## config.mk

```make
export PLATFORM = sky130hd
export DESIGN_NAME = mme_seq
export DESIGN_NICKNAME = d
export VERILOG_FILES = /design/src/hw/rtl/mme_pkg.sv /design/src/hw/rtl/mme_seq.sv
export SDC_FILE = /design/constraint.sdc
export NUM_CORES = 1
export LEC_CHECK = 0
export BUFFER_PORTS_ARGS = -buffer_cell sky130_fd_sc_hd__buf_2
export CAP_MARGIN = 20
export CORE_ASPECT_RATIO = 0.6
export CORE_MARGIN = 1.5
export CORE_UTILIZATION = 56
export CTS_CLUSTER_DIAMETER = 120
export DETAILED_ROUTE_END_ITERATION = 8
export HOLD_SLACK_MARGIN = 0.02
export PLACE_DENSITY_LB_ADDON = 0.05
export SLEW_MARGIN = 15
export SYNTH_ARGS = -nofsm -noshare
export SYNTH_HDL_FRONTEND = slang
export SYNTH_SLANG_ARGS = --single-unit
```

## constraint.sdc

```tcl
create_clock -name clock -period 3.9 [get_ports clock]
set_input_delay 0.195 -clock clock [delete_from_list [all_inputs] [get_ports clock]]
set_output_delay 0.195 -clock clock [all_outputs]
set_load 0.1 [all_outputs]
```

## src/hw/rtl/mme_pkg.sv

```systemverilog
`timescale 1ns / 1ps
// ----------------------------------------------------------------------------
// mme_pkg: shared types and constants of the matrix multiply engine
// Request codes, register indexes, field widths and the cell link format.
// ----------------------------------------------------------------------------
package mme_pkg;

   // hard cap on any dimension: row and column indexes are 4 bits
   localparam int DIM_CAP         = 16;
   localparam int MAX_DIM_DEFAULT = 16;

   localparam int DIM_W  = 5;
   localparam int IDX_W  = 4;
   localparam int ELEM_W = 16;
   localparam int PROD_W = 32;
   localparam int ACC_W  = 40;
   localparam int CSR_AW = 4;
   localparam int CSR_DW = 32;

   localparam logic [1:0] REQ_WRITE_A = 2'd0;
   localparam logic [1:0] REQ_WRITE_B = 2'd1;
   localparam logic [1:0] REQ_COMPUTE = 2'd2;

   localparam logic [1:0] REG_ROWS_A    = 2'd0;
   localparam logic [1:0] REG_INNER_DIM = 2'd1;
   localparam logic [1:0] REG_COLS_B    = 2'd2;

   localparam logic [DIM_W-1:0] DIM_RESET = 5'd16;

   typedef enum logic [1:0] {
      SEQ_IDLE,
      SEQ_ISSUE,
      SEQ_DRAIN
   } seq_state_type;

   // one step of a dot product travelling down the cell chain
   typedef struct packed {
      logic             valid;
      logic [IDX_W-1:0] k;
      logic             first;
      logic             last;
      logic             kill;
   } token_type;

   typedef struct packed {
      token_type               tok;
      logic signed [ELEM_W-1:0] a;
   } link_type;

endpackage

```

## src/hw/rtl/mme_seq.sv

```systemverilog
`timescale 1ns / 1ps
// ----------------------------------------------------------------------------
// mme_seq: row sequencer
// Walks the inner index of one result row, reads A and launches one beat
// per term into the cell chain, then waits for the chain to drain.
// ----------------------------------------------------------------------------
module mme_seq #(
   parameter int DIM = 16,
   localparam int AAW = (DIM * DIM > 1) ? $clog2(DIM * DIM) : 1
) (
   input  logic                          clock,
   input  logic                          reset,
   input  logic                          go,
   input  logic [mme_pkg::IDX_W-1:0]     go_row,
   input  logic [mme_pkg::DIM_W-1:0]     go_nk,
   output logic                          busy,
   output logic [AAW-1:0]                rd_addr,
   output mme_pkg::token_type            tok_o
);
   import mme_pkg::*;

   localparam int DRAIN_CYC = DIM + 4;
   localparam int DW        = $clog2(DRAIN_CYC);

   seq_state_type    state_ff, state_in;
   logic [IDX_W-1:0] row_ff;
   logic [DIM_W-1:0] nk_ff;
   logic [IDX_W-1:0] k_ff, k_in;
   logic [DW-1:0]    drain_ff, drain_in;
   token_type        tok_ff, tok_in;
   logic             last_k;
   logic [7:0]       addr_full;

   assign last_k = (nk_ff == '0) || ({1'b0, k_ff} == nk_ff - DIM_W'(1));

   always_comb begin
      state_in = state_ff;
      case (state_ff)
         SEQ_IDLE: begin
            if (go) begin
               state_in = SEQ_ISSUE;
            end
         end
         SEQ_ISSUE: begin
            if (last_k) begin
               state_in = SEQ_DRAIN;
            end
         end
         SEQ_DRAIN: begin
            if (drain_ff == '0) begin
               state_in = SEQ_IDLE;
            end
         end
         default: state_in = SEQ_IDLE;
      endcase
   end

   always_comb begin
      k_in      = k_ff;
      drain_in  = drain_ff;
      tok_in    = '0;
      addr_full = 8'(int'(row_ff) * DIM + int'(k_ff));
      case (state_ff)
         SEQ_IDLE: begin
            k_in = '0;
         end
         SEQ_ISSUE: begin
            tok_in.valid = 1'b1;
            tok_in.k     = k_ff;
            tok_in.first = (k_ff == '0);
            tok_in.last  = last_k;
            tok_in.kill  = (nk_ff == '0);
            k_in         = k_ff + IDX_W'(1);
            drain_in     = DW'(DRAIN_CYC - 1);
         end
         SEQ_DRAIN: begin
            drain_in = drain_ff - DW'(1);
         end
         default: begin
            k_in = '0;
         end
      endcase
   end

   always_ff @(posedge clock) begin
      if (reset) begin
         state_ff     <= SEQ_IDLE;
         tok_ff.valid <= 1'b0;
      end else begin
         state_ff <= state_in;
         tok_ff   <= tok_in;
      end
      k_ff     <= k_in;
      drain_ff <= drain_in;
      if (go && state_ff == SEQ_IDLE) begin
         row_ff <= go_row;
         nk_ff  <= go_nk;
      end
   end

   assign busy    = (state_ff != SEQ_IDLE);
   assign rd_addr = addr_full[AAW-1:0];
   assign tok_o   = tok_ff;

endmodule

```

==> results.tsv <==
metric	value	unit
insertion_delay	0.27	ns
worst_hold_path.endpoint	row_ff[0]	
drt-total-wl	2194	um
drt_drc_violations_left	0	
crit_type	register to register	
grt_pass1_vias	680	
crit_required	4.07	ns
cp-end-kind	register	
holdBufCountCts	0	
use_met2	30.87	%
cts.path.max_buffers	2	
drt_iter0_markers	53	
dr.pass1.iters	3	
power.leakage	0.0006594	uW
fp.dieH	40.31	um
whs	0.08970	ns
grt_usage	18.15	%
synth_mux_area_share	0.7707	%
critPathLaunchType	register	
io-pin-count	29	
path_clk_slew	0.09	ns
placedCellCount	152	
setup_viol	0	
post_cts_buffers	0	
wl_per_cell	14.06	um
die_area	0.002627	mm2
synth_compound_area_share	5.877	%
seq_area_frac_synth	62.43	%
p_per_area	694.3	mW/mm2
synth_top_family_by_area	simple AND/OR/NAND/NOR gates	
post-route-period-util	48.37	%
synth-simple-area-share	12.33	%
nNetsFinal	147	
synthAdderAreaFrac	7.707	%
die_x	65.17	um
stdcell_count	156	
nFillCells	157	
grt-busiest-layer	met2	
met1_usage	23.42	%
cts_tree	yes	
status	finished clean	
reg2regPathDepth	7	
r2r-end	state_ff[1]	
crit_arrival	2.06	ns
vias	776	
antenna_left	0	
finalCriticalPeriod	1.886	ns
core_area	0.002180	mm2
grt_pass1_wl	3263	um
ys_warn_count	0	
multi_input_area	439.2	um2
max_freq	530.1	MHz
hold_violations	0	
detailed_place_hpwl	1616	um
area_growth	17.63	%
numClockSinks	28	
fin_skew	0.004246	ns
drv_cap	0	
synthXorXnorAreaFrac	7.129	%
rows	13	
cts_resized	0	
total_power	1061	uW
syn-num-nets	115	
syn_area_per_cell	13.67	um2
ys_seq_elements	28	
diodes	0	
grt_overflow	0	
placed_area	0.001473	mm2
gp_congestion	0.7729	
clockRootBuffer	clkbuf_8	
synth.distinct_cells	27	
cts_made_buffers	3	
initial_core_util	59.59	%
vias_per_cell	4.974	
cts_max_level	1	
setup_tns	0	ns
rsz0062_at_grt	false	
rr_startpoint	drain_ff[0]	
cp_max_fo	3	
grt_max_degree	16	
syn_inst	95	
drv_slew	0	
tightest_slew	0.4856	ns
io_buffers	28	
design_area	0.001528	mm2
drive_above_1_share	27.78	%
hp-start	go_row[0]	
grt_util_met3	5.056	%
min_path_type	primary input to register	
netlist_area	0.001299	mm2
ff2ff_setup_slack	2.01	ns
vdd_drop_max	0.5448	mV
grt_antenna_before_repair	0	
maxSlewHeadroom	67.85	%
hold_depth	1	
final-seq-area	810.8	um2
-- cells in the mapped netlist --
cell type  number  area share (%)
nand2_1         4             1.2
dfxtp_1         3             4.6
nor2_1          3            0.87
xor2_1          3             2.0
nor3b_1         1            0.58
mux2i_1         1            0.77
o31ai_1         1            0.58
ha_1            8             7.7
inv_1          12             3.5
o21ai_2         1            0.67
or3b_1          1            0.67
or4b_4          1             1.1
a2bb2o_1        1            0.77
xnor3_1         1             1.7
nor2b_1         2            0.96
o21a_1          1            0.58
xnor2_1         5             3.4
nor3_1          2            0.77
a211o_1         1            0.67
nor4bb_1        1            0.77
edfxtp_1       25              58
o2bb2ai_2       1             1.2
o22a_1          1            0.67
nand3_1         3             1.2
a21oi_1         2            0.77
and2_1          9             4.3
clkbuf_1        1            0.29
-- critical path, stage by stage, from the launching register on --
cell and delay [ns]:
edfxtp_1 0.43, inv_1 0.08, ha_1 0.19, or4b_4 0.49, o2bb2ai_2 0.17, o21ai_2 0.13
nor2_1 0.04, a2bb2o_1 0.26
-- flip-flops by register name, indices dropped and copies added (netlist names) --
| name | cells |
|---|---|
| state_ff | 2 |
| row_ff | 4 |
| nk_ff | 5 |
| k_ff | 4 |
| drain_ff | 5 |
| tok_o | 8 |
-- worst max-delay path by stage --
| stage | start | endpoint | slack (ns) | cells after the start |
|---|---|---|---|---|
| 4_1_cts | drain_ff[0] | state_ff[1] | 2.01 | 7 |
| 3_5_place_dp | drain_ff[0] | state_ff[1] | 2.03 | 7 |
| 5_1_grt | drain_ff[0] | state_ff[1] | 1.91 | 7 |
| 6_report | drain_ff[0] | state_ff[1] | 2.01 | 7 |
| 3_3_place_gp | drain_ff[0] | state_ff[1] | 2.04 | 7 |
| 2_1_floorplan | k_ff[2] | tok_o[1] | 1.72 | 5 |
-- cell usage in the layout, fill, tap and decap left out --
cell type	n
buf_2	28
edfxtp_1	25
inv_1	12
and2_1	9
ha_1	8
xnor2_1	5
nand2_1	4
clkbuf_8	4
xor2_1	3
nand3_1	3
nor2_1	3
dfxtp_1	3
nor3_1	2
a21oi_1	2
nor2b_1	2
or3b_1	1
nor3b_1	1
xnor3_1	1
o22a_1	1
nor4bb_1	1
a211o_1	1
o21a_1	1
or4b_4	1
o2bb2ai_2	1
mux2i_1	1
o21ai_2	1
a2bb2o_1	1
o31ai_1	1
-- cells by family (layout without fill, tap and decap cells) --
kind of cell	after synthesis	count (layout)
simple gates	27	27
compound gates	9	9
mux	1	1
flops	28	28
fa+ha+maj	8	8
buf+inv	13	44
xor+xnor	9	9
-- per-layer routing --
layer	share of wire (%)	wire, um
met5	0	0
met4	0.59	13
met3	4.0	88
met2	46	1010
met1	49	1081
-- where the power goes --
part           internal, uW  switching [uW]  total (uW)  leakage, uW
combinational           103             345         448     0.000361
clock                  90.4            88.0         178    0.0000288
sequential              393            41.7         434     0.000270
-- metrics by stage --
step	worst slack, ns	util (%)
final	2.014	70.09
after global routing	1.912	70.09
after CTS	2.010	70.09
after detailed placement	2.032	67.57
after global placement	2.040	67.57
after floorplan	1.719	-
-- final cells by class --
class / instances / share of cell area, %
flip-flops and latches: 28 / 53.07
clock buffers: 4 / 3.604
inverters: 12 / 2.948
well taps: 30 / 2.457
multi-input cells: 54 / 28.75
repair buffers: 28 / 9.173
No activity file was read; power rests on OpenSTA's default activity.
