$ cat config.mk
export PLATFORM = sky130hd
export DESIGN_NAME = mme_ram
export DESIGN_NICKNAME = d
export VERILOG_FILES = /design/src/hw/rtl/mme_ram.sv
export SDC_FILE = /design/constraint.sdc
export NUM_CORES = 1
export LEC_CHECK = 0
export ABC_AREA = 0
export BUFFER_PORTS_ARGS = -buffer_cell sky130_fd_sc_hd__buf_4
export CAP_MARGIN = 0
export CORE_ASPECT_RATIO = 1.75
export CORE_MARGIN = 1
export CORE_UTILIZATION = 30
export DETAILED_ROUTE_END_ITERATION = 8
export MAX_ROUTING_LAYER = met4
export PLACE_DENSITY = 0.53
export SLEW_MARGIN = 15
export SYNTH_ARGS = -nofsm -noshare
export SYNTH_HDL_FRONTEND = slang
export SYNTH_SLANG_ARGS = --single-unit
$ cat constraint.sdc
create_clock -name clock -period 6.91 [get_ports clock]
set_input_delay 0.3455 -clock clock [delete_from_list [all_inputs] [get_ports clock]]
set_output_delay 0.3455 -clock clock [all_outputs]
set_load 0.05 [all_outputs]
$ cat src/hw/rtl/mme_ram.sv
`timescale 1ns / 1ps
// ----------------------------------------------------------------------------
// mme_ram: generic single-write, single-read RAM
// One write port, one read port with registered read data.
// ----------------------------------------------------------------------------
module mme_ram #(
   parameter int WIDTH = 16,
   parameter int DEPTH = 16,
   localparam int AW = (DEPTH > 1) ? $clog2(DEPTH) : 1
) (
   input  logic             clock,
   input  logic             we,
   input  logic [AW-1:0]    waddr,
   input  logic [WIDTH-1:0] wdata,
   input  logic [AW-1:0]    raddr,
   output logic [WIDTH-1:0] rdata
);

   logic [WIDTH-1:0] mem_ff [DEPTH];
   logic [WIDTH-1:0] rdata_ff;

   always_ff @(posedge clock) begin
      if (we) begin
         mem_ff[waddr] <= wdata;
      end
      rdata_ff <= mem_ff[raddr];
   end

   assign rdata = rdata_ff;

endmodule

==> results_dict.tcl, run 1 <==
set metrics [dict create \
    status "complete, no violations" \
    die_w_um 140.3 \
    synth-edff-count 256 \
    hold_viol_final 0 \
    clockBufferDepth 3 \
    synth_top_family_by_area "multiplexers" \
    num-nets-final 523 \
    port-buffer-count 41 \
    synth_area_per_cell_um2 23.25 \
    fin_cells 917 \
    synth_xor_area_share_pct 0 \
    cts_buffers 23 \
    ctsResizeCount 0 \
    intPower_mw 2.566 \
    period_share_pct 30.22 \
    row_count 88 \
    num_io_pins 42 \
    antenna_left 0 \
    rsz0062_at_grt "false" \
    initial_utilization_pct 30.51 \
    synth_compound_area_share_pct 2.392 \
    grt_pass1_vias 4950 \
    placed_cell_area_um2 10930 \
    grt_overflow_total 0 \
    tightest_slew_ps 997.7 \
    clk_pin_slew_ps 70 \
    cts_root_buf "clkbuf_16" \
    synthTopCellsByCount "edfxtp_1, mux4_2, a22oi_1" \
    cp_max_fo 46 \
    switchingPower_uw 690.7 \
    hold_class "input port to flop" \
    fin_skew_ps 5.030 \
    synth_cell_types 19 \
    yosysMostFrequentCell "edfxtp_1" \
    htreeDepth 1 \
    die_y_um 244.0 \
    postLayoutCellArea_um2 11610 \
    power_frac_comb_pct 6.3 \
    synth-simple-area-share_pct 1.919 \
    start_kind "input port" \
    drtIter0Drc 298 \
    dr.pass1.iters 4 \
    gp_congestion 0.6936 \
    synth_area_um2 10040 \
    tns_ps 0 \
    synthMuxAreaShare_pct 14.73 \
    synth_cells 432 \
    fin_crit_ps 2088 \
    synth_top_cell_by_area "edfxtp_1" \
    ys_seq_area_share_pct 79.73 \
    synthTopCellsByArea "edfxtp_1, mux4_2, dfxtp_1, mux4_1, a22oi_1" \
    clock-sinks 272 \
    postCtsSetupBuffers 0 \
    postCtsHoldBufs 0 \
    antenna_found_initial 0 \
    syn2layout_area_growth_pct 15.57 \
    ys_ff_latch 272 \
    synth_warnings 0 \
    clock_latency_ps 510 \
    grt_usage_pct 13.39 \
    endpoint_kind "flop" \
    wl_per_cell_um 23.41 \
    n_antenna_cell 0 \
    fmax_ghz 0.4788 \
    power-per-cell-area_nw_per_um2 280.6 \
    grt_pass1_wl_um 31710 \
    setup_viol 0 \
    design.core.area_um2 32920 \
    required_ps 7300 \
    leakagePower_nw 3.700 \
    power.clock.fraction_pct 36.7 \
    crit_type "input port to flop" \
    layout-drive-gt1-share_pct 31.25 \
    grt_max_degree 65 \
    swShare_pct 21.21 \
    vias 4516 \
    synthAdderAreaFrac_pct 0 \
    pwr-share-seq_pct 57.0 \
    routed_wl_um 21470 \
    route.detailed.drc 0 \
    cts_tree "done" \
    synth_nets 458 \
    synth_top_area_share_pct 76.54 \
    dp.final_hpwl_um 12020 \
    die_area_um2 34240 \
    slew_headroom_pct 33.49 \
    synthFlopType "edfxtp_1" \
    critPathArrivalTime_ps 2480 \
    dp.cells 877 \
    vdd.ir_drop.worst_mv 0.2158 \
    viasPerCell 4.925 \
    drv_slew 0 \
    async_flop_share_pct 0 \
    drv_cap 0 \
]
through the flow:
step	hold WS (ps)	worst slack [ps]	utilization (%)	total power [mW]
after floorplan	444.4	4509	-	2.016
after global placement	633.3	4222	33.21	2.096
after detailed placement	650.4	4212	33.21	2.104
after CTS	110.9	4748	35.26	3.293
after global routing	119.4	4606	35.26	3.356
final	124.1	4822	35.26	3.257
sequential cells by signal, indices dropped and copies added (netlist names):
register and flops:
mem_ff 256, rdata 16
cells in the final DEF, fill, tap and decap left out:
cell and n:
nor2_1 1, dfxtp_1 16, nand3_1 1, mux4_1 10
nor3_2 4, mux4_2 54, clkinv_2 3, nor2_2 12
a22oi_1 32, or3b_2 1, bufinv_16 1, nand2b_1 2
clkbuf_16 23, nand2_1 17, nand3b_1 2, and2_1 1
clkinv_1 8, nor2b_1 2, buf_4 61, clkinvlp_4 1
edfxtp_1 256, clkbuf_1 4
critical path: stages:
cell,delay (ps)
buf_4,320
buf_4,800
mux4_1,650
a22oi_1,220
nand2_1,80
power groups by stage:
| stage | clock (mW) | sequential, mW | combinational, mW |
|---|---|---|---|
| after floorplan | 0 | 1.93 | 0.0899 |
| after CTS | 1.22 | 1.86 | 0.212 |
| after detailed placement | 0 | 1.89 | 0.212 |
| after global placement | 0 | 1.89 | 0.206 |
| final | 1.19 | 1.86 | 0.207 |
| after global routing | 1.28 | 1.86 | 0.221 |
cell families (layout without fill, tap and decap cells):
logic type,Yosys count,count (layout)
AO/OA/AOI/OAI,32,32
buffers and inverters,21,101
flip-flops,272,272
multiplexers,64,64
AND/OR/NAND/NOR,43,43
cell type report:
cell class                 instances  area [µm²]
clock inverter                    13       82.58
sequential                       272        8008
fill                            2949       21310
clock buffer                      27       590.6
timing repair buffer              61       457.9
tap                              405       506.7
multi-input combinational        139        1962
path summary, 6_finish.rpt:
path | cells after the start | end | slack, ps | from
max | 5 | rdata[9]$_DFF_P_ | 4820 | raddr[0]
min | 1 | mem_ff[5][9]$_DFFE_PP_ | 120 | wdata[9]
max reg2reg | 3 | rdata[3]$_DFF_P_ | 5510 | mem_ff[1][3]$_DFFE_PP_
min reg2reg | 3 | rdata[5]$_DFF_P_ | 670 | mem_ff[14][5]$_DFFE_PP_
routing by layer:
| layer | global-route usage (%) | vias up | part of all wire, % |
|---|---|---|---|
| li1 | - | 1954 | - |
| met1 | 14.79 | 2445 | 38 |
| met2 | 24.37 | 81 | 55 |
| met3 | 1.214 | 36 | 3.0 |
| met4 | 5.947 | 0 | 3.6 |
| met5 | - | - | 0 |
Power figures use the tool's default switching activity.
==> run 2, diff against run 1 <==
--- a/config.mk
+++ b/config.mk
@@ -13,7 +13,7 @@
 export CORE_UTILIZATION = 30
 export DETAILED_ROUTE_END_ITERATION = 8
 export MAX_ROUTING_LAYER = met4
-export PLACE_DENSITY = 0.53
+export PLACE_DENSITY = 0.54
 export SLEW_MARGIN = 15
 export SYNTH_ARGS = -nofsm -noshare
 export SYNTH_HDL_FRONTEND = slang
==> constraint.sdc (replaced) <==
create_clock -name clock -period 1.7 [get_ports clock]
set_input_delay 0.085 -clock clock [delete_from_list [all_inputs] [get_ports clock]]
set_output_delay 0.085 -clock clock [all_outputs]
set_load 0.05 [all_outputs]
==> results_dict.tcl, run 2 (synthesized netlist as in run 1, its figures left out) <==
set metrics [dict create \
    required_ps 2110 \
    syn2layout_area_growth_pct 22.37 \
    cp_max_fo 1 \
    clock_latency_ps 520 \
    power-per-cell-area_nw_per_um2 1156 \
    final_common_cell "edfxtp_1" \
    antenna_left 0 \
    grt_max_degree 25 \
    vdd.ir_drop.worst_mv 0.6480 \
    drv_slew 0 \
    htreeDepth 1 \
    num-nets-final 551 \
    viasPerCell 4.908 \
    switchingPower_mw 2.978 \
    gp_congestion 0.7149 \
    clockBufferDepth 3 \
    fin_util_pct 37.33 \
    status "complete, no violations" \
    setup_viol 0 \
    critPathArrivalTime_ps 1780 \
    design.core.area_um2 32920 \
    clock-sinks 272 \
    intPower_mw 11.23 \
    fin_skew_ps 10.58 \
    power_frac_comb_pct 6.6 \
    final_cell_mix "edfxtp_1, mux4_2, buf_4" \
    top_register "mem_ff" \
    grt_overflow_total 0 \
    n_antenna_cell 0 \
    crit_type "flop to flop" \
    seq_area_um2 8008 \
    cts_root_buf "clkbuf_16" \
    rsz0062_at_grt "false" \
    clk_pin_slew_ps 70 \
    dp.final_hpwl_um 13070 \
    initial_utilization_pct 30.51 \
    largest_reg_flops 256 \
    pwr-share-seq_pct 53.1 \
    row_count 88 \
    routed_wl_um 21880 \
    swShare_pct 20.95 \
    power.clock.fraction_pct 40.4 \
    endpoint_kind "flop" \
    layout-drive-gt1-share_pct 33.58 \
    multiInputGateArea_um2 1992 \
    num_io_pins 42 \
    cts_buffers 24 \
    tns_ps 0 \
    grt_pass1_wl_um 32260 \
    grt_pass1_vias 5116 \
    tightest_slew_ps 1028 \
    die_y_um 244.0 \
    placed_cell_area_um2 11300 \
    slew_headroom_pct 31.13 \
    cts_tree "done" \
    antenna_found_initial 0 \
    grt_usage_pct 13.54 \
    hold_class "input port to flop" \
    route.detailed.drc 0 \
    drtIter0Drc 330 \
    hold_viol_final 0 \
    vias 4648 \
    drv_cap 0 \
    ctsResizeCount 0 \
    die_area_um2 34240 \
    wl_per_cell_um 23.10 \
    fmax_ghz 0.7262 \
    period_share_pct 81.00 \
    start_kind "flop" \
    postLayoutCellArea_um2 12290 \
    leakagePower_nw 3.980 \
    dr.pass1.iters 4 \
    fillers 2901 \
    die_w_um 140.3 \
    fin_crit_ps 1377 \
    port-buffer-count 41 \
]
run 2: cell count changes in the layout (fill, tap and decap cells not counted), sizes merged:
cell,previous run,this run
dlygate4sd3,0,16
buf,61,72
clkinv,11,6
bufinv,1,4
clkbuf,27,30
inv,0,2
run 2: area by class of cell:
type	instances	area share, %
multi-input combinational	139	16.21
clock buffer	30	5.324
clock inverter	13	1.456
sequential	272	65.15
timing repair buffer	88	7.737
tap	405	4.123
run 2: per-stage QoR:
| stage | worst slack [ps] | power (mW) | instances | hold WS, ps |
|---|---|---|---|---|
| final | 323.0 | 14.21 | 947 | 133.2 |
| after global routing | 274.7 | 14.62 | 947 | 140.4 |
| after CTS | 271.1 | 14.35 | 947 | 114.3 |
| after detailed placement | 104.3 | 8.616 | 888 | 388.2 |
| after global placement | 103.8 | 8.592 | 888 | 373.4 |
| after floorplan | 0.1004 | 8.195 | 432 | 183.9 |
run 2: critical path, stage by stage, from the launching register on:
cell	delay, ps
edfxtp_1	360
mux4_1	500
a22oi_1	300
nand2_1	100
run 2: path summary, 6_finish.rpt:
kind,from,to,slack [ps],depth (start not counted)
hold / removal,raddr[1],rdata[3]$_DFF_P_,130,4
setup reg to reg,mem_ff[1][3]$_DFFE_PP_,rdata[3]$_DFF_P_,320,3
hold reg to reg,mem_ff[15][7]$_DFFE_PP_,rdata[7]$_DFF_P_,660,3
setup / recovery,mem_ff[1][3]$_DFFE_PP_,rdata[3]$_DFF_P_,320,3
run 2: timing repair:
item / 4_1_cts / 5_1_grt
hold buffers: 16 / 0
hold endpoints to repair: 256 / 0
setup buffers: 0 / 0
run 2: power by group through the flow:
stage | registers, mW | clock network (mW) | logic [mW]
finish | 7.54 | 5.74 | 0.934
global route | 7.55 | 6.07 | 0.990
global placement | 7.69 | 0 | 0.907
floorplan | 7.83 | 0 | 0.367
CTS | 7.55 | 5.85 | 0.951
detailed placement | 7.70 | 0 | 0.920
run 2: per-layer routing:
| layer | wire [µm] | up-vias | global-route usage, % |
|---|---|---|---|
| met5 | 0 | - | - |
| met4 | 893 | 0 | 6.529 |
| met3 | 628 | 52 | 1.253 |
| met2 | 12240 | 89 | 25.40 |
| met1 | 8113 | 2494 | 14.03 |
| li1 | - | 2013 | - |
