--- src/hw/rtl/mme_pkg.sv ---
`timescale 1ns / 1ps
// ----------------------------------------------------------------------------
// mme_pkg: shared types and constants of the matrix multiply engine
// Request codes, register indexes, field widths and the cell link format.
// ----------------------------------------------------------------------------
package mme_pkg;

   // hard cap on any dimension: row and column indexes are 4 bits
   localparam int DIM_CAP         = 16;
   localparam int MAX_DIM_DEFAULT = 16;

   localparam int DIM_W  = 5;
   localparam int IDX_W  = 4;
   localparam int ELEM_W = 16;
   localparam int PROD_W = 32;
   localparam int ACC_W  = 40;
   localparam int CSR_AW = 4;
   localparam int CSR_DW = 32;

   localparam logic [1:0] REQ_WRITE_A = 2'd0;
   localparam logic [1:0] REQ_WRITE_B = 2'd1;
   localparam logic [1:0] REQ_COMPUTE = 2'd2;

   localparam logic [1:0] REG_ROWS_A    = 2'd0;
   localparam logic [1:0] REG_INNER_DIM = 2'd1;
   localparam logic [1:0] REG_COLS_B    = 2'd2;

   localparam logic [DIM_W-1:0] DIM_RESET = 5'd16;

   typedef enum logic [1:0] {
      SEQ_IDLE,
      SEQ_ISSUE,
      SEQ_DRAIN
   } seq_state_type;

   // one step of a dot product travelling down the cell chain
   typedef struct packed {
      logic             valid;
      logic [IDX_W-1:0] k;
      logic             first;
      logic             last;
      logic             kill;
   } token_type;

   typedef struct packed {
      token_type               tok;
      logic signed [ELEM_W-1:0] a;
   } link_type;

endpackage

--- src/hw/rtl/mme_ram.sv ---
`timescale 1ns / 1ps
// ----------------------------------------------------------------------------
// mme_ram: generic single-write, single-read RAM
// One write port, one read port with registered read data.
// ----------------------------------------------------------------------------
module mme_ram #(
   parameter int WIDTH = 16,
   parameter int DEPTH = 16,
   localparam int AW = (DEPTH > 1) ? $clog2(DEPTH) : 1
) (
   input  logic             clock,
   input  logic             we,
   input  logic [AW-1:0]    waddr,
   input  logic [WIDTH-1:0] wdata,
   input  logic [AW-1:0]    raddr,
   output logic [WIDTH-1:0] rdata
);

   logic [WIDTH-1:0] mem_ff [DEPTH];
   logic [WIDTH-1:0] rdata_ff;

   always_ff @(posedge clock) begin
      if (we) begin
         mem_ff[waddr] <= wdata;
      end
      rdata_ff <= mem_ff[raddr];
   end

   assign rdata = rdata_ff;

endmodule

--- src/hw/rtl/mme_cell.sv ---
`timescale 1ns / 1ps
// ----------------------------------------------------------------------------
// mme_cell: one column cell of the multiply chain
// Holds one column of B, multiplies the passing A element by B[k][col],
// accumulates the dot product and forwards the A beat to its neighbor.
// ----------------------------------------------------------------------------
module mme_cell #(
   parameter int DIM = 16,
   localparam int BAW = (DIM > 1) ? $clog2(DIM) : 1
) (
   input  logic                                  clock,
   input  logic                                  reset,
   input  mme_pkg::link_type                     link_i,
   output mme_pkg::link_type                     link_o,
   input  logic                                  b_we,
   input  logic [BAW-1:0]                        b_waddr,
   input  logic signed [mme_pkg::ELEM_W-1:0]     b_wdata,
   output logic signed [mme_pkg::ACC_W-1:0]      acc_o,
   output logic                                  done_o
);
   import mme_pkg::*;

   link_type                 in_ff;
   token_type                s2_tok_ff;
   logic signed [ELEM_W-1:0] s2_a_ff;
   token_type                s3_tok_ff;
   logic signed [PROD_W-1:0] prod_ff;
   logic signed [ACC_W-1:0]  acc_ff;
   logic                     done_ff;
   logic [ELEM_W-1:0]        b_rdata;
   logic signed [PROD_W-1:0] prod_in;
   logic signed [ACC_W-1:0]  prod_ext;

   mme_ram #(
      .WIDTH (ELEM_W),
      .DEPTH (DIM)
   ) u_b_col (
      .clock (clock),
      .we    (b_we),
      .waddr (b_waddr),
      .wdata (b_wdata),
      .raddr (in_ff.tok.k[BAW-1:0]),
      .rdata (b_rdata)
   );

   assign prod_in  = PROD_W'(s2_a_ff) * PROD_W'($signed(b_rdata));
   assign prod_ext = ACC_W'(prod_ff);

   always_ff @(posedge clock) begin
      if (reset) begin
         in_ff.tok.valid <= 1'b0;
         s2_tok_ff.valid <= 1'b0;
         s3_tok_ff.valid <= 1'b0;
         done_ff         <= 1'b0;
      end else begin
         in_ff     <= link_i;
         s2_tok_ff <= in_ff.tok;
         s3_tok_ff <= s2_tok_ff;
         done_ff   <= s3_tok_ff.valid & s3_tok_ff.last;
      end
      s2_a_ff <= in_ff.a;
      // empty inner dimension: force the term to zero
      prod_ff <= s2_tok_ff.kill ? '0 : prod_in;
      if (s3_tok_ff.valid) begin
         acc_ff <= s3_tok_ff.first ? prod_ext : acc_ff + prod_ext;
      end
   end

   assign link_o = in_ff;
   assign acc_o  = acc_ff;
   assign done_o = done_ff;

endmodule

--- config.mk ---
export PLATFORM = sky130hd
export DESIGN_NAME = mme_cell
export DESIGN_NICKNAME = d
export VERILOG_FILES = /design/src/hw/rtl/mme_pkg.sv /design/src/hw/rtl/mme_ram.sv /design/src/hw/rtl/mme_cell.sv
export SDC_FILE = /design/constraint.sdc
export NUM_CORES = 1
export LEC_CHECK = 0
export BUFFER_PORTS_ARGS = -buffer_cell sky130_fd_sc_hd__buf_2
export CAP_MARGIN = 20
export CORE_ASPECT_RATIO = 1.5
export CORE_MARGIN = 3
export CORE_UTILIZATION = 38
export DETAILED_ROUTE_END_ITERATION = 8
export PLACE_DENSITY = 0.57
export SYNTH_ARGS = -nofsm -noshare
export SYNTH_HDL_FRONTEND = slang
export SYNTH_SLANG_ARGS = --single-unit
--- constraint.sdc ---
create_clock -name clock -period 6.3 [get_ports clock]
set_clock_uncertainty 0.15 [all_clocks]
set_input_delay 0.315 -clock clock [delete_from_list [all_inputs] [get_ports clock]]
set_output_delay 0.315 -clock clock [all_outputs]
set_load 0.03 [all_outputs]
==> results.cfg, run 1 <==
[die]
initial_core_util_pct = 38.5
dieArea_um2 = 70000
ios = 112
num_rows = 115
die_h_um = 323
core_um2 = 65900
die_width_um = 217

[route]
routed_wl_um = 56200
vias = 15200
drcViolationCount = 0
dr.pass1.iters = 5
drt_iter0_drc = 904
via_per_inst = 4.92
antenna_left = 0
wl_per_cell_um = 18.2

[sta]
final_max_slew_viol_count = 0
worst_pin_slew_ns = 1.05
finalHoldViolations = 0
fin_crit_sh_pct = 96.1
rsz0062_at_grt = true
max_slew_margin_pct = 29.7
setup_violations = 0
postLayoutSetupSlackWorst_ns = 0.246
fmax_ghz = 0.165
fin_crit_ns = 6.05

[worst_setup_path]
ff2ff_setup_slack_ns = 0.25
regToRegStartpoint = u_b_col.rdata[1]
reg2reg_depth = 21
cp_cell_sequence = nand2_1 > inv_1 > fa_2 > fa_1 > fa_1 > fa_1 > fa_1 > inv_1 > fa_1 > inv_1 > ha_1 > a21o_1 > a21o_1 > a21oi_1 > o21bai_1 > a21oi_1 > nor2b_1 > a311oi_2 > o2bb2ai_2 > o21ai_2 > mux2_4
cpPeakStageDelay_ns = 0.70
cp.required_ns = 6.60
rr_endpoint = prod_ff[30]
cp_top_family = adder cells
path_class = flip-flop to flip-flop
slowest_stage = fa_2
crit_top_cell = fa_1
critPathArrivalTime_ns = 6.36
cp-start-kind = flip-flop
cp_num_buf_inv = 3
end_kind = flip-flop
crit_fanout = 9

[grt]
grtUsageTotal_pct = 16.5
grt_max_degree = 69
grt_pass1_vias = 17000
grt_overflow_total = 0
grt_pass1_wl_um = 91200
antenna_found_initial = 0

[cells_and_area]
drive_above_1_share_pct = 17.4
layout.nets = 2604
multiInputGateArea_um2 = 13000
antenna-diode-count = 0
fillCellCount = 6057
seqCellArea_um2 = 11100
synthToLayoutAreaGrowth_pct = 15.1

[synthesis]
postSynthAreaPerCell_um2 = 12.9
synth_seq_area_share_pct = 43.7
syn-instance-count = 1972
syn-num-nets = 2403
ys_async_sr_fraction_pct = 0
ys_seq_elements = 392
ys_warn_count = 0
synthesis.area_um2 = 25400
ys.flop_type = edfxtp_1
synth-edff-count = 324
ys_types = 67

[job]
cap_violations = 0

[min_path]
hold_start = b_waddr[3]
min_path_type = input pin to flip-flop
min_delay_worst_endpoint = u_b_col.mem_ff[11][2]
worstHoldPathCells = 3

[placement]
place.gp.congestion = 0.862
hpwl_um = 41600
place_ws_ns = -0.0192
portBuffers = 111

[clocking]
cts_sinks = 392
cts_buffer_depth = 3
clk_pin_slew_ns = 0.06
clk-insertion-delay-late_ns = 0.58
cts_buffers = 42
clockRootBuffer = clkbuf_16
htreeDepth = 2
cts_tree = done

[status]
status = completed
-- kinds of logic after synthesis --
family,Yosys count,synth area share (%)
fa+ha+maj,384,26.7
simple gates,468,8.97
buf+inv,362,5.36
flops,392,43.7
xor+xnor,65,2.24
compound gates,217,5.78
mux,84,7.29
-- registers in the layout, summed over array words and instances (netlist names) --
signal,count
done_o,1
acc_o,40
s2_a_ff,16
prod_ff,32
s3_tok_ff,3
s2_tok_ff,4
u_b_col.mem_ff,256
link_o,24
u_b_col.rdata,16
-- metal layers --
metal | GRT usage [%] | share of wire [%] | up-vias
met5 | 0 | 0 | -
met4 | 4.41 | 2.2 | 0
met3 | 2.32 | 3.5 | 75
met2 | 32.6 | 56 | 253
met1 | 18.4 | 38 | 7785
li1 | - | - | 7062
-- Yosys cell counts (5+ instances only) --
library cell  instances  share of area [%]
ha_1                121                6.0
nor2b_1              17               0.42
nor2_1               79                1.2
a211oi_1              6               0.18
nor3_1               13               0.26
o21a_1                9               0.27
inv_1               298                4.4
o21ai_1              25               0.49
buf_1                10               0.15
nand2b_1             15               0.37
dfxtp_1              68                5.4
nand4_1               7               0.17
nand2_1             175                2.6
a21o_1               29               0.86
o211ai_1              5               0.15
a31oi_1               5               0.12
mux4_2               80                7.1
xor2_1               19               0.66
clkbuf_1             51               0.75
edfxtp_1            324                 38
o21ai_0              38               0.75
xnor2_1              46                1.6
a21oi_1              54                1.1
nand3_1              16               0.32
and2_1              126                3.1
fa_1                263                 21
o21bai_1             11               0.33
-- what timing repair did --
action                                  in CTS  in global routing
endpoints found under the hold margin      282                  0
pin swaps                                    0                  5
resized for setup                            4                 39
hold buffers                                41                  0
setup buffers                                0                  2
endpoints found under the setup margin       2                  8
-- cells in the final DEF, fill, tap and decap left out, types with 7 or more instances in the layout --
cell type / n
clkbuf_16: 42
fa_1: 259
nand4_1: 7
clkbuf_1: 7
nand3_1: 16
buf_2: 111
nand2_1: 175
and2_1: 126
ha_1: 121
o21ai_1: 25
mux4_2: 80
o21bai_1: 11
nand2b_1: 15
dfxtp_4: 7
o21a_1: 9
xnor2_1: 46
buf_4: 64
a21o_1: 29
clkinv_1: 13
inv_1: 298
nor2b_1: 17
dfxtp_1: 43
a21oi_1: 53
dfxtp_2: 18
dlygate4sd3_1: 41
xor2_1: 19
o21ai_0: 38
edfxtp_1: 324
nor3_1: 9
nor2_1: 79
-- through the flow --
stage               cell area, um2  hold slack (ns)  TNS [ns]  util [%]  std cells
finish                       29200            0.201         0      44.4       3084
global route                 29200            0.216   -0.0794      44.4       3084
CTS                          29100            0.183         0      44.2       3082
detailed placement           27300            0.208   -0.0374      41.5       2963
global placement             27300            0.203         0      41.5       2963
floorplan                    25400            0.237         0         -       1972
-- layout make-up --
| type | instances | share of cell area (%) |
|---|---|---|
| Sequential cell | 392 | 38.1 |
| Clock buffer | 49 | 3.68 |
| Multi-Input combinational cell | 1218 | 44.5 |
| Clock inverter | 29 | 0.971 |
| Tap cell | 877 | 3.75 |
| Timing Repair Buffer | 221 | 5.17 |
| Inverter | 298 | 3.83 |
-- worst max-delay path by stage --
stage | depth (start not counted) | from | to
global route | 23 | s2_a_ff[12] | prod_ff[30]
CTS | 19 | u_b_col.rdata[2] | prod_ff[30]
floorplan | 22 | s2_a_ff[15] | prod_ff[31]
global placement | 21 | u_b_col.rdata[5] | prod_ff[30]
detailed placement | 23 | s2_a_ff[7] | prod_ff[30]
finish | 21 | u_b_col.rdata[1] | prod_ff[30]
-- worst min-delay path, stage by stage --
cell and delay (ns):
buf_2 0.11, nand3b_1 0.16, nor2_1 0.14
Power of run 1 is left out: the tool's default activity adds up to more than one toggle a clock period on the data nets, which glitch-free logic cannot reach.
==> run 2, diff against run 1 <==
--- a/config.mk
+++ b/config.mk
@@ -7,9 +7,10 @@
 export LEC_CHECK = 0
 export BUFFER_PORTS_ARGS = -buffer_cell sky130_fd_sc_hd__buf_2
 export CAP_MARGIN = 20
-export CORE_ASPECT_RATIO = 1.5
+export CORE_ASPECT_RATIO = 1.75
 export CORE_MARGIN = 3
 export CORE_UTILIZATION = 38
+export CTS_CLUSTER_SIZE = 16
 export DETAILED_ROUTE_END_ITERATION = 8
 export PLACE_DENSITY = 0.57
 export SYNTH_ARGS = -nofsm -noshare
==> run 2 against run 1 <==
Worst hold slack about the same. Non-clock buffer count up 3. First-iteration DRC count down 23%. Register-to-register slack worse by 0.03 ns. Via count up 0.92%. Setup slack worse by 0.028 ns. Routed wire length up 0.71%. Sequential share of layout area down 0.14 points. Cell area up 0.36%. Maximum frequency down 0.46%. Critical path type unchanged. Clock-buffer cell count up 8.
==> results.cfg, run 2 (synthesis results as in run 1) <==
[cells_and_area]
final_cell_count_no_fill = 3090
final_cell_mix = edfxtp_1 (324), inv_1 (297), fa_1 (261)
synthToLayoutAreaGrowth_pct = 15.5
largest_reg_flops = 256
final_util_pct = 44.6
layout.nets = 2606
drive_above_1_share_pct = 17.8
top_register = u_b_col.mem_ff
final_common_cell = edfxtp_1

[route]
vias = 15300
drt_iter0_drc = 699
wl_per_cell_um = 18.3
drcViolationCount = 0
via_per_inst = 4.96
antenna_left = 0
routed_wl_um = 56600
dr.pass1.iters = 5

[worst_setup_path]
crit_fanout = 10
cp-start-kind = flip-flop
cp.required_ns = 6.58
critPathArrivalTime_ns = 6.36
end_kind = flip-flop
path_class = flip-flop to flip-flop

[placement]
portBuffers = 111
place.gp.congestion = 0.835
hpwl_um = 42300
dp_cells = 2970

[clocking]
cts_tree = done
cts_buffers = 41
cts_buffer_depth = 3
cts_sinks = 392
clockRootBuffer = clkbuf_16
clk_pin_slew_ns = 0.06
htreeDepth = 2
clk-insertion-delay-late_ns = 0.58

[min_path]
min_path_type = input pin to flip-flop

[die]
dieArea_um2 = 70100
die_h_um = 348
core_um2 = 65800
ios = 112
initial_core_util_pct = 38.6
num_rows = 124
die_width_um = 201

[grt]
grt_overflow_total = 0
grtUsageTotal_pct = 16.4
grt_pass1_vias = 16900
grt_max_degree = 65
antenna_found_initial = 0
grt_pass1_wl_um = 91200

[sta]
fmax_ghz = 0.164
final_max_slew_viol_count = 0
setup-tns-final_ns = 0
fin_crit_sh_pct = 96.5
max_slew_margin_pct = 35.8
worst_pin_slew_ns = 0.963
setup_violations = 0
fin_crit_ns = 6.08
finalHoldViolations = 0

[status]
status = completed

[job]
cap_violations = 0
[run 2: cell types whose count changed in the layout (fill, tap and decap cells not counted), moves of 2 or more]
cell,change
clkbuf_1,+4
clkinv_2,-2
buf_4,+4
fa_1,+2
fa_2,-2
buf_12,+2
buf_6,-3
clkinv_1,-8
dfxtp_2,+2
clkbuf_8,+4
[run 2: layout make-up]
cell class	count	area [um2]
antenna	1	2.50
timing repair buffer	224	1550
clock buffer	57	1150
inverter	298	1120
clock inverter	18	249
multi-input combinational	1218	13000
fill	6089	36400
tap	882	1100
sequential	392	11100
[run 2: what timing repair did]
action | CTS | global route
hold buffers | 41 | 0
hold endpoints to repair | 282 | 0
setup endpoints to repair | 5 | 6
pin swaps | 0 | 7
resized for setup | 10 | 35
buffers inserted | 0 | 2
[run 2: worst paths after layout]
path	startpoint	end	slack (ns)	cells after the start
max reg2reg	s2_a_ff[8]	prod_ff[30]	0.22	22
min	b_waddr[1]	u_b_col.mem_ff[11][2]	0.20	3
max	s2_a_ff[8]	prod_ff[30]	0.22	22
min reg2reg	link_o[1]	s2_a_ff[1]	0.21	0
[run 2: layer usage]
metal  track usage [%]  up-vias  wire (um)
li1                  -     7060          -
met1              17.6     7895      21200
met2              33.3      274      32500
met3              2.07       86       1700
met4              4.55        0       1300
met5                 0        -          0
[run 2: critical path, stage by stage (launching register included)]
cell and delay [ns]:
dfxtp_2 0.42, buf_4 0.23, nand2_1 0.09, fa_1 0.53, inv_1 0.07, fa_1 0.56
fa_1 0.44, fa_1 0.47, fa_1 0.50, inv_1 0.05, fa_1 0.47, inv_1 0.04
ha_1 0.28, a21o_1 0.19, a21o_1 0.18, a21oi_1 0.15, o21bai_1 0.08, a21oi_1 0.14
nor2b_1 0.06, a311oi_2 0.27, o2bb2ai_2 0.17, o21ai_2 0.07, mux2_4 0.30
[run 2: per-stage QoR]
| stage | hold WS [ns] | cell area, um2 | setup slack [ns] |
|---|---|---|---|
| floorplan | 0.237 | 25400 | 0.114 |
| finish | 0.201 | 29300 | 0.218 |
| CTS | 0.159 | 29200 | 0.00561 |
| global route | 0.201 | 29300 | -0.00619 |
| detailed placement | 0.200 | 27400 | -0.101 |
| global placement | 0.197 | 27400 | -0.0423 |
Power of run 2 is left out for the same reason.
==> run 3, diff against run 2 <==
--- a/config.mk
+++ b/config.mk
@@ -5,6 +5,7 @@
 export SDC_FILE = /design/constraint.sdc
 export NUM_CORES = 1
 export LEC_CHECK = 0
+export ABC_AREA = 1
 export BUFFER_PORTS_ARGS = -buffer_cell sky130_fd_sc_hd__buf_2
 export CAP_MARGIN = 20
 export CORE_ASPECT_RATIO = 1.75
@@ -12,7 +13,7 @@
 export CORE_UTILIZATION = 38
 export CTS_CLUSTER_SIZE = 16
 export DETAILED_ROUTE_END_ITERATION = 8
-export PLACE_DENSITY = 0.57
+export PLACE_DENSITY = 0.56
 export SYNTH_ARGS = -nofsm -noshare
 export SYNTH_HDL_FRONTEND = slang
 export SYNTH_SLANG_ARGS = --single-unit
==> run 3 against run 2 <==
Worst hold slack got worse by 0.036 ns. Clock-buffer cell count decreased by 7. Critical path depth decreased by 2. Routed wire length increased by 37%. Die area is 9.9% higher. First-iteration DRC count rose by 54%. Flip-flop and latch count unchanged. Final cell count grew 35%. Setup slack worse by 0.039 ns.
==> results.cfg, run 3 <==
[clocking]
htreeDepth = 2
cts_sinks = 392
cts_tree = done
clockRootBuffer = clkbuf_16
clk-insertion-delay-late_ns = 0.59
clk_pin_slew_ns = 0.07
cts_buffers = 41
cts_buffer_depth = 3

[sta]
final_max_slew_viol_count = 0
max_slew_margin_pct = 40.8
setup_violations = 0
fmax_ghz = 0.163
fin_crit_ns = 6.12
setup-tns-final_ns = 0
rsz0062_at_grt = false
fin_crit_sh_pct = 97.2
finalHoldViolations = 0
worst_pin_slew_ns = 0.888

[cells_and_area]
final_util_pct = 43.2
largest_reg_flops = 256
antenna-diode-count = 0
drive_above_1_share_pct = 9.32
top_register = u_b_col.mem_ff
layout.nets = 3639
final_cell_count_no_fill = 4172
synthToLayoutAreaGrowth_pct = 12.7
final_cell_mix = nand2_1 (752), inv_1 (649), edfxtp_1 (324)
final_common_cell = nand2_1

[synthesis]
synth_commonest_cells = nand2_1 (752), inv_1 (650), edfxtp_1 (324)
synth_seq_area_share_pct = 39.7
postSynthAreaPerCell_um2 = 9.15
synth-edff-count = 324
synthesis.area_um2 = 28000
synth_top_family_by_area = adder cells
synth_top_area_share_pct = 34.8
synth_compound_area_share_pct = 6.95
syn-num-nets = 3487
ys.flop_type = edfxtp_1
ys_warn_count = 0
synth-simple-area-share_pct = 16.0
ys_types = 42
synth-xor-area-share_pct = 0.345
yosysTopAreaCell = edfxtp_1
synthAdderAreaFrac_pct = 24.2
ys_async_sr_fraction_pct = 0
ys_seq_elements = 392
synth_area_leaders = edfxtp_1 (35%), fa_1 (19%), nand2_1 (10%)
syn-instance-count = 3056
yosysMostFrequentCell = nand2_1
synth.area.mux_share_pct = 2.29

[status]
status = completed

[route]
wl_per_cell_um = 18.6
dr.pass1.iters = 5
routed_wl_um = 77800
antenna_left = 0
drt_iter0_drc = 1079
drcViolationCount = 0
vias = 20400
via_per_inst = 4.89

[die]
initial_core_util_pct = 38.3
num_rows = 131
dieArea_um2 = 77000
die_h_um = 365
core_um2 = 72900
ios = 112
die_width_um = 211

[worst_setup_path]
ff2ff_setup_slack_ns = 0.18
rr_endpoint = prod_ff[20]
cp_cell_sequence = buf_4 > nand2_1 > fa_1 > fa_1 > fa_1 > inv_1 > fa_1 > fa_1 > inv_1 > fa_1 > inv_1 > ha_1 > nand2_1 > nor2_1 > inv_1 > nor2_1 > nand4_1 > nand3_1 > o21ai_0 > a21oi_1
slowest_stage = fa_1
cp_num_buf_inv = 5
crit_top_cell = fa_1
cp.required_ns = 6.65
crit_fanout = 15
cp-start-kind = flip-flop
path_class = flip-flop to flip-flop
end_kind = flip-flop
reg2reg_depth = 20
regToRegStartpoint = u_b_col.rdata[1]
cpPeakStageDelay_ns = 0.54
critPathArrivalTime_ns = 6.47
cp_top_family = adder cells

[grt]
antenna_found_initial = 1
grt_max_degree = 70
grt_overflow_total = 0
grt_pass1_wl_um = 121000
grtUsageTotal_pct = 20.6
grt_pass1_vias = 21900

[placement]
place.gp.congestion = 0.972
dp_cells = 4054
hpwl_um = 59600
portBuffers = 111

[min_path]
min_path_type = input pin to flip-flop
worstHoldPathCells = 3
min_delay_worst_endpoint = u_b_col.mem_ff[7][6]
hold_start = b_waddr[1]

[job]
cap_violations = 0
[run 3: worst max path at each step]
| stage | slack [ns] | startpoint | endpoint | depth (start not counted) |
|---|---|---|---|---|
| 3_3_place_gp | -0.09 | s2_a_ff[7] | prod_ff[21] | 19 |
| 4_1_cts | 0.07 | u_b_col.rdata[5] | prod_ff[21] | 22 |
| 3_5_place_dp | -0.04 | s2_a_ff[7] | prod_ff[21] | 19 |
| 2_1_floorplan | 0.69 | s2_a_ff[15] | prod_ff[29] | 21 |
| 5_1_grt | 0.006 | u_b_col.rdata[1] | prod_ff[29] | 22 |
| 6_report | 0.18 | u_b_col.rdata[1] | prod_ff[20] | 20 |
[run 3: final cells by class]
| class | instances | area (um2) |
|---|---|---|
| flip-flops and latches | 392 | 11100 |
| inverters | 654 | 2450 |
| repair buffers | 222 | 1510 |
| clock inverters | 26 | 196 |
| multi-input cells | 1897 | 14000 |
| fillers | 7141 | 41400 |
| well taps | 931 | 1160 |
| clock buffers | 50 | 1090 |
[run 3: per-stage QoR]
| stage | setup slack (ns) | instance area (um2) | hold slack [ns] |
|---|---|---|---|
| after floorplan | 0.693 | 28000 | 0.236 |
| after global placement | -0.0911 | 29700 | 0.196 |
| after detailed placement | -0.0388 | 29800 | 0.199 |
| after CTS | 0.0727 | 31500 | 0.137 |
| after global routing | 0.00611 | 31500 | 0.170 |
| final | 0.179 | 31500 | 0.165 |
[run 3: kinds of logic after synthesis]
kind of cell / after synthesis
compound gates: 339
buf+inv: 767
mux: 64
xor+xnor: 11
flops: 392
fa+ha+maj: 384
simple gates: 1099
[run 3: repair_timing]
item                                    CTS  global route
endpoints found under the setup margin    1             6
hold buffers                             42             0
buffers inserted                          0             0
hold endpoints to repair                283             0
gates resized for setup                   1            12
[run 3: layer usage]
metal / up-vias / global-route usage [%] / wire [um]
li1: 9900 / - / -
met1: 9785 / 20.0 / 27100
met2: 473 / 40.6 / 42700
met3: 237 / 2.31 / 2330
met4: 0 / 12.9 / 5690
met5: - / 0 / 0
[run 3: worst min-delay path, delay by kind of cell]
| family | cells | cell delay, ns |
|---|---|---|
| and+or+nand+nor | 2 | 0.30 |
| buffers and inverters | 1 | 0.11 |
Power of run 3 is left out for the same reason.
